[src/rtl/uidq_pkg.sv]
// Package: codes, field widths and default sizes for the unique-ID FIFO queue.
`timescale 1ns / 1ps
`default_nettype none

package uidq_pkg;

    // Field widths of the stream payload
    localparam int MODE_W   = 3;
    localparam int REC_W    = 16;
    localparam int STATUS_W = 3;

    // Default sizes
    localparam int DEF_DEPTH    = 32;
    localparam int DEF_ID_WIDTH = 16;

    // Command modes
    localparam logic [MODE_W-1:0] MODE_JOIN   = 3'd0;
    localparam logic [MODE_W-1:0] MODE_SERVE  = 3'd1;
    localparam logic [MODE_W-1:0] MODE_LIST   = 3'd2;
    localparam logic [MODE_W-1:0] MODE_FINISH = 3'd3;
    localparam logic [MODE_W-1:0] MODE_CLOSE  = 3'd4;

    // Result status codes
    localparam logic [STATUS_W-1:0] STAT_OK    = 3'd0;
    localparam logic [STATUS_W-1:0] STAT_DUP   = 3'd1;
    localparam logic [STATUS_W-1:0] STAT_FULL  = 3'd2;
    localparam logic [STATUS_W-1:0] STAT_EMPTY = 3'd3;
    localparam logic [STATUS_W-1:0] STAT_LEFT  = 3'd4;

endpackage

`default_nettype wire

[src/rtl/uidq_mem.sv]
// Entry store: one write port, one read port with registered read data.
`timescale 1ns / 1ps
`default_nettype none

module uidq_mem
    import uidq_pkg::*;
#(
    parameter int DEPTH = DEF_DEPTH,
    parameter int WIDTH = DEF_ID_WIDTH
)
(
    input  wire logic                     clk,
    input  wire logic                     rd_en,
    input  wire logic [$clog2(DEPTH)-1:0] rd_addr,
    output logic      [WIDTH-1:0]         rd_data,
    input  wire logic                     wr_en,
    input  wire logic [$clog2(DEPTH)-1:0] wr_addr,
    input  wire logic [WIDTH-1:0]         wr_data
);

    logic [WIDTH-1:0] mem [DEPTH];

    // Write port
    always_ff @(posedge clk)
    begin
        if (wr_en)
        begin
            mem[wr_addr] <= wr_data;
        end
    end

    // Read port, data held until the next read
    always_ff @(posedge clk)
    begin
        if (rd_en)
        begin
            rd_data <= mem[rd_addr];
        end
    end

endmodule

`default_nettype wire

[src/rtl/uidq_ctrl.sv]
// Queue controller: pointers, duplicate scan, list sequencing and output register.
`timescale 1ns / 1ps
`default_nettype none

module uidq_ctrl
    import uidq_pkg::*;
#(
    parameter int DEPTH    = DEF_DEPTH,
    parameter int ID_WIDTH = DEF_ID_WIDTH
)
(
    input  wire logic                      clk,
    input  wire logic                      rst_n,
    // command side
    input  wire logic                      in_valid,
    output logic                           in_ready,
    input  wire logic [MODE_W-1:0]         in_mode,
    input  wire logic [ID_WIDTH-1:0]       in_id,
    // result side
    output logic                           out_valid,
    input  wire logic                      out_ready,
    output logic      [STATUS_W-1:0]       out_status,
    output logic      [REC_W-1:0]          out_id,
    output logic                           out_last,
    // entry store
    output logic                           rd_en,
    output logic      [$clog2(DEPTH)-1:0]  rd_addr,
    input  wire logic [ID_WIDTH-1:0]       rd_data,
    output logic                           wr_en,
    output logic      [$clog2(DEPTH)-1:0]  wr_addr,
    output logic      [ID_WIDTH-1:0]       wr_data
);

    localparam int PW = $clog2(DEPTH);
    localparam int CW = $clog2(DEPTH + 1);
    localparam logic [PW-1:0] LAST_SLOT = PW'(DEPTH - 1);
    localparam logic [CW-1:0] FULL_CNT  = CW'(DEPTH);

    typedef enum logic [2:0] {
        S_IDLE,
        S_SCAN,
        S_JOIN_RES,
        S_SRV_OUT,
        S_LIST_OUT,
        S_ONE_RES
    } state_t;

    state_t                state_reg;
    logic [PW-1:0]         head_reg;
    logic [PW-1:0]         tail_reg;
    logic [CW-1:0]         fill_reg;
    logic [PW-1:0]         scan_ptr_reg;
    logic [CW-1:0]         cnt_reg;
    logic                  pend_reg;
    logic                  dup_reg;
    logic                  clr_reg;
    logic [STATUS_W-1:0]   res_status_reg;
    logic [ID_WIDTH-1:0]   id_reg;

    logic                  out_valid_reg;
    logic [STATUS_W-1:0]   out_status_reg;
    logic [REC_W-1:0]      out_id_reg;
    logic                  out_last_reg;

    logic                  out_free;
    logic                  out_load;
    logic                  accept;
    logic                  list_mode;
    logic                  scan_done;
    logic                  join_ok;
    logic [31:0]           rd_wide;
    logic [REC_W-1:0]      rd_id;

    function automatic logic [PW-1:0] wrap_inc(input logic [PW-1:0] p);
        wrap_inc = (p == LAST_SLOT) ? '0 : p + 1'b1;
    endfunction

    assign in_ready   = (state_reg == S_IDLE);
    assign out_valid  = out_valid_reg;
    assign out_status = out_status_reg;
    assign out_id     = out_id_reg;
    assign out_last   = out_last_reg;

    assign out_free  = !out_valid_reg || out_ready;
    assign out_load  = out_free && ((state_reg == S_JOIN_RES) || (state_reg == S_SRV_OUT)
                                    || (state_reg == S_LIST_OUT) || (state_reg == S_ONE_RES));
    assign accept    = in_valid && in_ready;
    assign list_mode = (in_mode == MODE_LIST) || (in_mode == MODE_FINISH);
    assign scan_done = (cnt_reg == fill_reg) && !pend_reg;
    assign join_ok   = !dup_reg && (fill_reg != FULL_CNT);
    assign rd_wide   = 32'(rd_data);
    assign rd_id     = rd_wide[REC_W-1:0];

    // Store port control; writes only happen with no read in flight
    always_comb
    begin
        rd_en   = 1'b0;
        rd_addr = head_reg;
        wr_en   = 1'b0;
        wr_addr = tail_reg;
        wr_data = id_reg;
        unique case (state_reg)
            S_IDLE:
            begin
                if (accept && (fill_reg != '0) && ((in_mode == MODE_SERVE) || list_mode))
                begin
                    rd_en = 1'b1;
                end
            end
            S_SCAN:
            begin
                if (cnt_reg != fill_reg)
                begin
                    rd_en   = 1'b1;
                    rd_addr = scan_ptr_reg;
                end
            end
            S_LIST_OUT:
            begin
                if (out_free && (cnt_reg != fill_reg))
                begin
                    rd_en   = 1'b1;
                    rd_addr = scan_ptr_reg;
                end
            end
            S_JOIN_RES:
            begin
                wr_en = out_free && join_ok;
            end
            default:
            begin
            end
        endcase
    end

    // Sequencer, queue pointers and output register
    always_ff @(posedge clk or negedge rst_n)
    begin
        if (!rst_n)
        begin
            state_reg      <= S_IDLE;
            head_reg       <= '0;
            tail_reg       <= '0;
            fill_reg       <= '0;
            scan_ptr_reg   <= '0;
            cnt_reg        <= '0;
            pend_reg       <= 1'b0;
            dup_reg        <= 1'b0;
            clr_reg        <= 1'b0;
            res_status_reg <= STAT_OK;
            id_reg         <= '0;
            out_valid_reg  <= 1'b0;
            out_status_reg <= STAT_OK;
            out_id_reg     <= '0;
            out_last_reg   <= 1'b0;
        end
        else
        begin
            // result valid: set on a load, cleared once taken
            if (out_load)
            begin
                out_valid_reg <= 1'b1;
            end
            else if (out_valid_reg && out_ready)
            begin
                out_valid_reg <= 1'b0;
            end

            unique case (state_reg)
                S_IDLE:
                begin
                    if (accept)
                    begin
                        id_reg <= in_id;
                        priority if (in_mode == MODE_JOIN)
                        begin
                            scan_ptr_reg <= head_reg;
                            cnt_reg      <= '0;
                            pend_reg     <= 1'b0;
                            dup_reg      <= 1'b0;
                            state_reg    <= S_SCAN;
                        end
                        else if (in_mode == MODE_SERVE)
                        begin
                            res_status_reg <= STAT_EMPTY;
                            clr_reg        <= 1'b0;
                            state_reg      <= (fill_reg == '0) ? S_ONE_RES : S_SRV_OUT;
                        end
                        else if (list_mode)
                        begin
                            res_status_reg <= STAT_EMPTY;
                            clr_reg        <= (in_mode == MODE_FINISH);
                            scan_ptr_reg   <= wrap_inc(head_reg);
                            cnt_reg        <= CW'(1);
                            state_reg      <= (fill_reg == '0) ? S_ONE_RES : S_LIST_OUT;
                        end
                        else if (in_mode == MODE_CLOSE)
                        begin
                            res_status_reg <= (fill_reg != '0) ? STAT_LEFT : STAT_OK;
                            clr_reg        <= 1'b1;
                            state_reg      <= S_ONE_RES;
                        end
                        else
                        begin
                            // unused mode: no result
                            state_reg <= S_IDLE;
                        end
                    end
                end

                S_SCAN:
                begin
                    // one read issued and one compare made per cycle
                    pend_reg <= rd_en;
                    if (rd_en)
                    begin
                        scan_ptr_reg <= wrap_inc(scan_ptr_reg);
                        cnt_reg      <= cnt_reg + 1'b1;
                    end
                    if (pend_reg && (rd_data == id_reg))
                    begin
                        dup_reg <= 1'b1;
                    end
                    if (scan_done)
                    begin
                        state_reg <= S_JOIN_RES;
                    end
                end

                S_JOIN_RES:
                begin
                    if (out_free)
                    begin
                        out_id_reg    <= '0;
                        out_last_reg  <= 1'b1;
                        priority if (dup_reg)
                        begin
                            out_status_reg <= STAT_DUP;
                        end
                        else if (fill_reg == FULL_CNT)
                        begin
                            out_status_reg <= STAT_FULL;
                        end
                        else
                        begin
                            out_status_reg <= STAT_OK;
                            tail_reg       <= wrap_inc(tail_reg);
                            fill_reg       <= fill_reg + 1'b1;
                        end
                        state_reg <= S_IDLE;
                    end
                end

                S_SRV_OUT:
                begin
                    if (out_free)
                    begin
                        out_status_reg <= STAT_OK;
                        out_id_reg     <= rd_id;
                        out_last_reg   <= 1'b1;
                        head_reg       <= wrap_inc(head_reg);
                        fill_reg       <= fill_reg - 1'b1;
                        state_reg      <= S_IDLE;
                    end
                end

                S_LIST_OUT:
                begin
                    // emit current entry, fetch the next in the same cycle
                    if (out_free)
                    begin
                        out_status_reg <= STAT_OK;
                        out_id_reg     <= rd_id;
                        out_last_reg   <= (cnt_reg == fill_reg);
                        if (cnt_reg == fill_reg)
                        begin
                            if (clr_reg)
                            begin
                                head_reg <= '0;
                                tail_reg <= '0;
                                fill_reg <= '0;
                            end
                            state_reg <= S_IDLE;
                        end
                        else
                        begin
                            scan_ptr_reg <= wrap_inc(scan_ptr_reg);
                            cnt_reg      <= cnt_reg + 1'b1;
                        end
                    end
                end

                S_ONE_RES:
                begin
                    if (out_free)
                    begin
                        out_status_reg <= res_status_reg;
                        out_id_reg     <= '0;
                        out_last_reg   <= 1'b1;
                        if (clr_reg)
                        begin
                            head_reg <= '0;
                            tail_reg <= '0;
                            fill_reg <= '0;
                        end
                        state_reg <= S_IDLE;
                    end
                end

                default:
                begin
                    state_reg <= S_IDLE;
                end
            endcase
        end
    end

endmodule

`default_nettype wire

[src/rtl/unique_id_fifo_queue_unit.sv]
// Top level of the unique-ID FIFO queue: stream ports, controller and entry store.
`timescale 1ns / 1ps
`default_nettype none

// First-in first-out queue of record IDs that refuses duplicates. Each command
// transfer on the slave side carries a mode in s_tuser (join, serve, list,
// finish, close) and, for join, an ID in s_tdata; results leave on the master
// side with the status in m_tuser, the ID in m_tdata and m_tlast on the final
// result of a command. Commands are taken one at a time: s_tready is high only
// while no command is in progress, and a result may still wait in the output
// register. The entries sit in a single-port-read memory, one read per cycle.
// Join scans every queued entry for a duplicate before it gives its result,
// and a stalled master side holds back the next command. All entries between
// head and tail have been written, so no clearing pass runs after reset.

module unique_id_fifo_queue_unit
    import uidq_pkg::*;
#(
    parameter int DEPTH    = DEF_DEPTH,
    parameter int ID_WIDTH = DEF_ID_WIDTH
)
(
    input  wire logic                clk,
    input  wire logic                rst_n,
    // command stream
    input  wire logic                s_tvalid,
    output logic                     s_tready,
    input  wire logic [REC_W-1:0]    s_tdata,   // [15:0] record_id
    input  wire logic [MODE_W-1:0]   s_tuser,   // [2:0] mode
    // result stream
    output logic                     m_tvalid,
    input  wire logic                m_tready,
    output logic      [REC_W-1:0]    m_tdata,   // [15:0] record_id_res
    output logic      [STATUS_W-1:0] m_tuser,   // [2:0] status
    output logic                     m_tlast
);

    localparam int PW = $clog2(DEPTH);

    logic [31:0]         id_wide;
    logic [ID_WIDTH-1:0] in_id;
    logic                rd_en;
    logic [PW-1:0]       rd_addr;
    logic [ID_WIDTH-1:0] rd_data;
    logic                wr_en;
    logic [PW-1:0]       wr_addr;
    logic [ID_WIDTH-1:0] wr_data;

    // Incoming ID cut or extended to the stored width
    assign id_wide = 32'(s_tdata);
    assign in_id   = id_wide[ID_WIDTH-1:0];

    uidq_ctrl #(
        .DEPTH    (DEPTH),
        .ID_WIDTH (ID_WIDTH)
    ) u_ctrl (
        .clk        (clk),
        .rst_n      (rst_n),
        .in_valid   (s_tvalid),
        .in_ready   (s_tready),
        .in_mode    (s_tuser),
        .in_id      (in_id),
        .out_valid  (m_tvalid),
        .out_ready  (m_tready),
        .out_status (m_tuser),
        .out_id     (m_tdata),
        .out_last   (m_tlast),
        .rd_en      (rd_en),
        .rd_addr    (rd_addr),
        .rd_data    (rd_data),
        .wr_en      (wr_en),
        .wr_addr    (wr_addr),
        .wr_data    (wr_data)
    );

    uidq_mem #(
        .DEPTH (DEPTH),
        .WIDTH (ID_WIDTH)
    ) u_mem (
        .clk     (clk),
        .rd_en   (rd_en),
        .rd_addr (rd_addr),
        .rd_data (rd_data),
        .wr_en   (wr_en),
        .wr_addr (wr_addr),
        .wr_data (wr_data)
    );

endmodule

`default_nettype wire

[config.mk]
export PLATFORM = sky130hd
export DESIGN_NAME = unique_id_fifo_queue_unit
export DESIGN_NICKNAME = d
export VERILOG_FILES = /design/src/rtl/uidq_pkg.sv /design/src/rtl/uidq_mem.sv /design/src/rtl/uidq_ctrl.sv /design/src/rtl/unique_id_fifo_queue_unit.sv
export SDC_FILE = /design/constraint.sdc
export NUM_CORES = 1
export LEC_CHECK = 0
export ABC_AREA = 0
export BUFFER_PORTS_ARGS = -buffer_cell sky130_fd_sc_hd__buf_2
export CAP_MARGIN = 20
export CORE_UTILIZATION = 38
export CTS_CLUSTER_SIZE = 20
export DETAILED_ROUTE_END_ITERATION = 12
export SKIP_LAST_GASP = 1
export SYNTH_ARGS = -nofsm -noshare
export SYNTH_HDL_FRONTEND = slang
export SYNTH_SLANG_ARGS = --single-unit
[constraint.sdc]
create_clock -name clk -period 3.6 [get_ports clk]
set_input_delay 0.72 -clock clk [delete_from_list [all_inputs] [get_ports clk]]
set_output_delay 0.72 -clock clk [all_outputs]
set_load 0.01 [all_outputs]
======== Yosys cells after proc, flatten, opt, wreduce, memory -nomap -nowiden ========
Memory sizes are Yosys's and may differ from the RTL's. A register that Yosys moved wholly into a read port is not among the register bits.
Index checks and enable logic that the tools add are counted.
word-level totals
  bits of input ports ..................... 23
  memories ................................ 1
  word-level logic and storage cells ...... 195
  bits in registers ....................... 73
  memory bits (writable) .................. 512
  output and inout port bits .............. 22
memories
  memory     depth  bits a word  rd ports  clocked after Yosys merged registers in  write ports  RTL line        RTL
  u_mem.mem  32     16           1         1                                        1            uidq_mem.sv:21  logic [WIDTH-1:0] mem [DEPTH];
operators by class
  add/subtract/negate cells ............... 6
  bitwise gates (word level) .............. 1
  reduce and logical (&&, ||, !) cells .... 48
  multiplexer cells ....................... 89
  eq/ne operators ......................... 35
operators with widths
  operator                                               number
  two-way mux 5 bit                                      24
  two-way mux 6 bit                                      15
  two-way mux 3 bit                                      17
  one-hot mux 5 bit (3 select lines)                     3
  two-way mux 16 bit                                     2
  one-hot mux 16 bit (2 select lines)                    1
  one-hot mux 6 bit (4 select lines)                     1
  inequality test 2 x 1 -> 1 bit, second input constant  9
  one-hot mux 6 bit (3 select lines)                     1
  two-way mux 1 bit                                      17
  == test 16 bit                                         1
  adder 5 x 1 -> 5 bit, second input constant            3
  == test 5 bit, second input constant                   3
  nonzero test 3 bit                                     5
  inequality test 2 bit, second input constant           7
  AND reduction 7 bit                                    2
  adder 6 x 1 -> 6 bit, second input constant            2
  == test 3 x 2 -> 1 bit, second input constant          4
  one-hot mux 3 bit (4 select lines)                     1
  AND reduction 4 bit                                    3
  logical AND 1 bit                                      10
  one-hot mux 5 bit (2 select lines)                     1
  AND reduction 5 bit                                    2
  == test 3 bit, second input constant                   3
  other kinds (24)                                       42

======== Depth between registers and ports, before layout ========
  word-level depth ........................ 8
  mapped depth ............................ 11

======== Cells and area by module ========
From an unflattened synthesis, not the netlist that was laid out.
second synthesis, totals
  cell total of the unflattened synthesis .. 1,566
  area total of the unflattened synthesis .. 24,786.3 sq um
modules (own cells, without submodules)
  module     times used  area each (sq um)  seq. area each (sq um)  cells an instance
  uidq_mem   1           20,694.8           15,855.2                1,143
  uidq_ctrl  1           4,091.4            1,801.7                 423

======== Least setup slack after synthesis ========
No wires, ideal clock.
  path type ............................... input-to-reg
  from .................................... input m_tready
  to ...................................... register u_mem.rd_data[2], read port of u_mem.mem (data pin)
  cell stages on the path ................. 9
  data required time ...................... 3.309 ns
  setup time .............................. 0.291 ns
  arrival ................................. 2.601 ns
  path slack .............................. 0.708 ns
  buffers on the path ..................... 2
  path through ............................ nand2b_1 -> clkbuf_1 -> a31oi_1 -> a21oi_4 -> mux2i_1 -> clkbuf_1 -> nand3_1 -> a41oi_1 -> a2111oi_1
on the way
  word-level cells in the longest chain between the ends .. 4
  elaborated cells between the ends (all ways) .. 6
  those cells by class .................... 4 x mux; 2 x reduce/logical
ends and longest elaborated chain
  what                                                                                      RTL line                         RTL
  start, declared                                                                           unique_id_fifo_queue_unit.sv:32  input wire logic m_tready,
  logical OR 1 bit (*)                                                                      uidq_ctrl.sv:84                  assign out_free = !out_valid_reg || out_ready;
  logical AND 1 bit (*)                                                                     uidq_ctrl.sv:120                 if (out_free && (cnt_reg != fill_reg))
  two-way mux 1 bit or two-way mux 5 bit (tied branches)                                    uidq_ctrl.sv:120
  one-hot mux 1 bit (3 select lines) or one-hot mux 5 bit (2 select lines) (tied branches)  uidq_ctrl.sv:102                 unique case (state_reg)
  end, declared                                                                             uidq_mem.sv:15                   output logic [WIDTH-1:0] rd_data,
Every way passes the cells marked *; elsewhere a longest branch is shown, timed or not.
A chain may end at the register's enable or synchronous reset.

======== Final worst setup path ========
  from .................................... register u_ctrl.state_reg[1]
  to ...................................... register u_mem.rd_data[14], read port of u_mem.mem (data pin)
on the way
  word-level cells in the longest chain between the ends .. 6
  elaborated cells between the ends (all ways) .. 9
  those cells by class .................... 2 x eq/ne; 3 x mux; 4 x reduce/logical
ends and longest elaborated chain
  what                                RTL line                           RTL
  start, declared                     uidq_ctrl.sv:48                    state_t state_reg;
  start signal, assigned              uidq_ctrl.sv:187                   state_reg <= (fill_reg == '0) ? S_ONE_RES : S_SRV_OUT;
  start signal, assigned              uidq_ctrl.sv:195                   state_reg <= (fill_reg == '0) ? S_ONE_RES : S_LIST_OUT;
  zero test 3 bit                     uidq_ctrl.sv:78, uidq_ctrl.sv:102
  logical AND 1 bit                   uidq_ctrl.sv:87                    assign accept = in_valid && in_ready;
  logical AND 1 bit (2 in a row)      uidq_ctrl.sv:105                   if (accept && (fill_reg != '0) && ((in_mode == MODE_SERVE) || list_mode))
  two-way mux 1 bit                   uidq_ctrl.sv:105
  one-hot mux 1 bit (3 select lines)  uidq_ctrl.sv:102
Parallel ways exist; a longest one is shown, timed or not.

==> results.txt <==
The pin count of the biggest net entering global routing was 87; the synthesized cell area was 25300 sq um. The synthesized netlist devotes 14.6% of its cell area to simple gates. The number of rows created at floorplan is 94.

The detailed router placed 18111 vias in this run. The family with the most delay on the worst path was compound AO/OA/AOI/OAI gates. The total number of nets in the final design is 2146. TritonCTS built the clock tree. Dividing the synthesized area by the synthesized cell count gives 12.4 sq um. In the routed layout, each cell is associated on average with a via count of 5.99. Once layout is complete, the cells apart from fillers number 3023. Global routing used 22.3% of the available tracks across all layers. The standby leakage power came out at 9.91 nW.

The I/O pin total is 45, and the die extent in x is 260 um. The dominant cell type by area after synthesis is sky130_fd_sc_hd__edfxtp_1. The post-synthesis adder-cell area fraction works out to 0.771%.

For the deepest clock path buffer count, the log shows 3. The global placer's final weighted congestion was 0.854; the DRC violation total after the first TritonRoute iteration was 2207. Before CTS, the worst setup slack after placement is 41.0 ps. VDD sags by at most 0.665 mV. The tools report the sequential share of the synthesized area as 69.8%. The tools report the synthesis warning total as 0. Post-route clock period utilization: 95.3%. Ranked by instance count, the synthesized netlist is headed by 528 x sky130_fd_sc_hd__edfxtp_1, 524 x sky130_fd_sc_hd__nand3_1, 298 x sky130_fd_sc_hd__o21ai_0. The run gives 2037 as the instance count of the mapped netlist.

Worst-path maximum fanout: 22. For the global-route wire length before repair, the log shows 113000 um. After synthesis the netlist holds a flip-flop and latch count of 600. Relative slew slack: 30.8%. Worst min-delay path category: primary input to async pin. The die covers 67600 sq um. Dividing total power by cell area gives a power density of 907 nW/um^2.

The placed cell area is 27300 sq um, and the measured slew at the worst slew-check pin is 1030 ps. The tree is rooted in a sky130_fd_sc_hd__clkbuf_16. The number of buffers and inverters on the critical path is 2.

The net count after synthesis came out at 2075. Input and output buffers added on the ports amount to 44. The signal on the critical path passes through nor3b_2, a31oi_1, a21oi_4, mux2_2, buf_4, nand3_1, nand4_1, a2111oi_1, buf_4. Of the total synthesized cell area, the portion taken by XOR and XNOR cells is 0.934%. Dividing the detail-routed wire length by the instance count gives 25.0 um.

The dominant register cell in the synthesized netlist was sky130_fd_sc_hd__edfxtp_1. The fraction of layout instances using a drive strength above 1 works out to 13.3%. Including well taps, the total number of placed cells is 2910. The run gives 0 as the max-slew violation count. After detailed routing, the total wire length is 75600 um. After synthesis, the largest area contributor takes up 62.6% of total cell area. Once the floorplan was initialized, standard cells occupied 38.4% of the core. The H-tree was split into 2 levels. Number of different library cells in the post-synthesis netlist: 57. Compared with the post-synthesis result, the final layout area differs by 15.5%.

The run gives 0 as the DRC violations left. Ranked by total cell area, the synthesized netlist is headed by sky130_fd_sc_hd__edfxtp_1 63%, sky130_fd_sc_hd__nand3_1 10%, sky130_fd_sc_hd__dfrtp_1 7.1%. In this run, CTS created clock tree buffers numbering 60.

After layout, the worst setup slack is 171 ps. Number of flops mapped to enable cells by yosys: 528. The register with the most flip-flops in the final layout is u_mem.mem. The run finished with clean final reports.

Number of global-route vias before repair: 17701. Endpoint type of the worst setup path: a flop. After synthesis, the share of flip-flops with an asynchronous set or reset is 12.0%. The antenna diode instance count came out at 0. Post-CTS timing repair inserted 0 buffers for setup. For the highest clock rate, the log shows 292 MHz. For the hold violation count in the final report, the log shows 0. Initial antenna violation count: 1.

The post-detailed-route count of antenna-violating nets came out at 0. The HPWL after detailed placement is 43600 um. Clock latency on the worst-skew pair, taken at its later pin, is 650 ps. Final core area utilization: 44.4%. Arrival time reported for the critical path endpoint: 3950 ps.

The clock net in this run drives a total of 600 sinks. The largest individual stage delay along the critical path comes from the cell sky130_fd_sc_hd__a2111oi_1. STA puts the critical path data required time at 4120 ps. The flip-flop count of the largest register after layout was 512. The critical path is of the flop to flop type. The vertical die dimension works out to 260 um. The logs give 0 for the total of max-cap violations and 0 ps for the summed negative setup slack over all endpoints. The first detailed-routing pass took 6 iterations. The clock arrives with 33.0 ps of skew. Setup violations remaining at the end of the flow were counted as 0. Largest family of logic cells by synthesized area: simple AND/OR/NAND/NOR gates. Among all cell types in the netlist, the one instantiated most often is sky130_fd_sc_hd__edfxtp_1.

The finished cells cover 29200 sq um. The minimum clock period after layout works out to 3430 ps. The portion of netlist area occupied by mux cells is 0.287%. STA classifies the critical path startpoint as a flop. By instance count, the cell type seen most on the critical path is sky130_fd_sc_hd__buf_4. On the worst path, the slowest cell contributes a delay of 520 ps. After clock tree synthesis, the clock-pin slew on the worst setup and hold paths is 60 ps.

After floorplanning, the core was sized to cover 65900 sq um. For this run the aggregate overflow at the end of global routing stands at 0. Summing the areas of all compound-gate instances in the mapped netlist gives 10.7% of the synthesized area.
metrics by stage:
step                hold WS, ps  total power, mW
floorplan                   424             15.6
global placement            463             20.1
detailed placement          468             20.3
CTS                         237             26.4
global route                270             27.7
finish                      213             26.5
cell type report:
cell class                      instances  area, sq um
Inverter                               18         67.6
Clock inverter                         41          344
Multi-Input combinational cell       1251         6980
Timing Repair Buffer                  177         1530
Fill cell                            5902        36600
Sequential cell                       600        17700
Tap cell                              864         1080
Clock buffer                           72         1570
cell usage in the layout, fill, tap and decap left out, types with 18 or more instances in the layout:
cell type                   instances
sky130_fd_sc_hd__xnor2_1           20
sky130_fd_sc_hd__buf_12            25
sky130_fd_sc_hd__clkinv_1          18
sky130_fd_sc_hd__nand4_1           21
sky130_fd_sc_hd__edfxtp_1         528
sky130_fd_sc_hd__a41oi_1           50
sky130_fd_sc_hd__buf_2             43
sky130_fd_sc_hd__clkbuf_16         61
sky130_fd_sc_hd__dfrtp_1           72
sky130_fd_sc_hd__nor2_1            52
sky130_fd_sc_hd__buf_4            109
sky130_fd_sc_hd__nand2_1           98
sky130_fd_sc_hd__a21oi_1           27
sky130_fd_sc_hd__o21ai_0          296
sky130_fd_sc_hd__nand3_1          524
sky130_fd_sc_hd__inv_1             18
where the power goes:
| part | internal (mW) | switching [mW] |
|---|---|---|
| sequential | 9.01 | 0.553 |
| clock | 3.46 | 2.69 |
| combinational | 3.40 | 7.39 |
| total | 15.9 | 10.6 |
worst paths after layout:
kind / start / cells after the start / slack [ps] / endpoint
max: u_ctrl.state_reg[1]$_DFFE_PN0P_ / 9 / 170 / u_mem.rd_data[14]$_DFFE_PP_
min: rst_n / 1 / 210 / u_ctrl.cnt_reg[4]$_DFFE_PN0P_
max reg2reg: u_ctrl.state_reg[1]$_DFFE_PN0P_ / 9 / 170 / u_mem.rd_data[14]$_DFFE_PP_
min reg2reg: u_ctrl.out_status[2]$_DFFE_PN0P_ / 2 / 480 / u_ctrl.out_status[2]$_DFFE_PN0P_
max in group asynchronous: rst_n / 1 / 2790 / u_ctrl.out_id[0]$_DFFE_PN0P_
min in group clk: s_tdata[14] / 3 / 270 / u_ctrl.wr_data[14]$_DFFE_PN0P_
repair_timing:
item                                    CTS  global route
hold endpoints to repair                  0             0
endpoints found under the setup margin    0             1
hold buffers                              0             0
resized for setup                         0             1
layer usage:
| metal | up-vias | global-route usage (%) | part of all wire, % |
|---|---|---|---|
| li1 | 7955 | - | - |
| met1 | 9155 | 31.1 | 42 |
| met2 | 876 | 35.6 | 47 |
| met3 | 123 | 3.76 | 8.7 |
| met4 | 2 | 6.76 | 2.5 |
| met5 | - | 0 | 0.019 |
cell families (layout without fill, tap and decap cells):
family	Yosys count	in the layout
compound gates	445	445
xor+xnor	27	27
fa+ha+maj	15	15
buf+inv	186	308
flops	600	600
mux	7	7
simple gates	757	757
worst register-to-register path: cells and delay by family (launching register included):
family / cells / cell delay [ps]
AOI/OAI and AO/OA: 3 / 1110
buffers and inverters: 2 / 440
DFF: 1 / 490
muxes: 1 / 440
and+or+nand+nor: 3 / 840
Power figures use the tool's default switching activity.
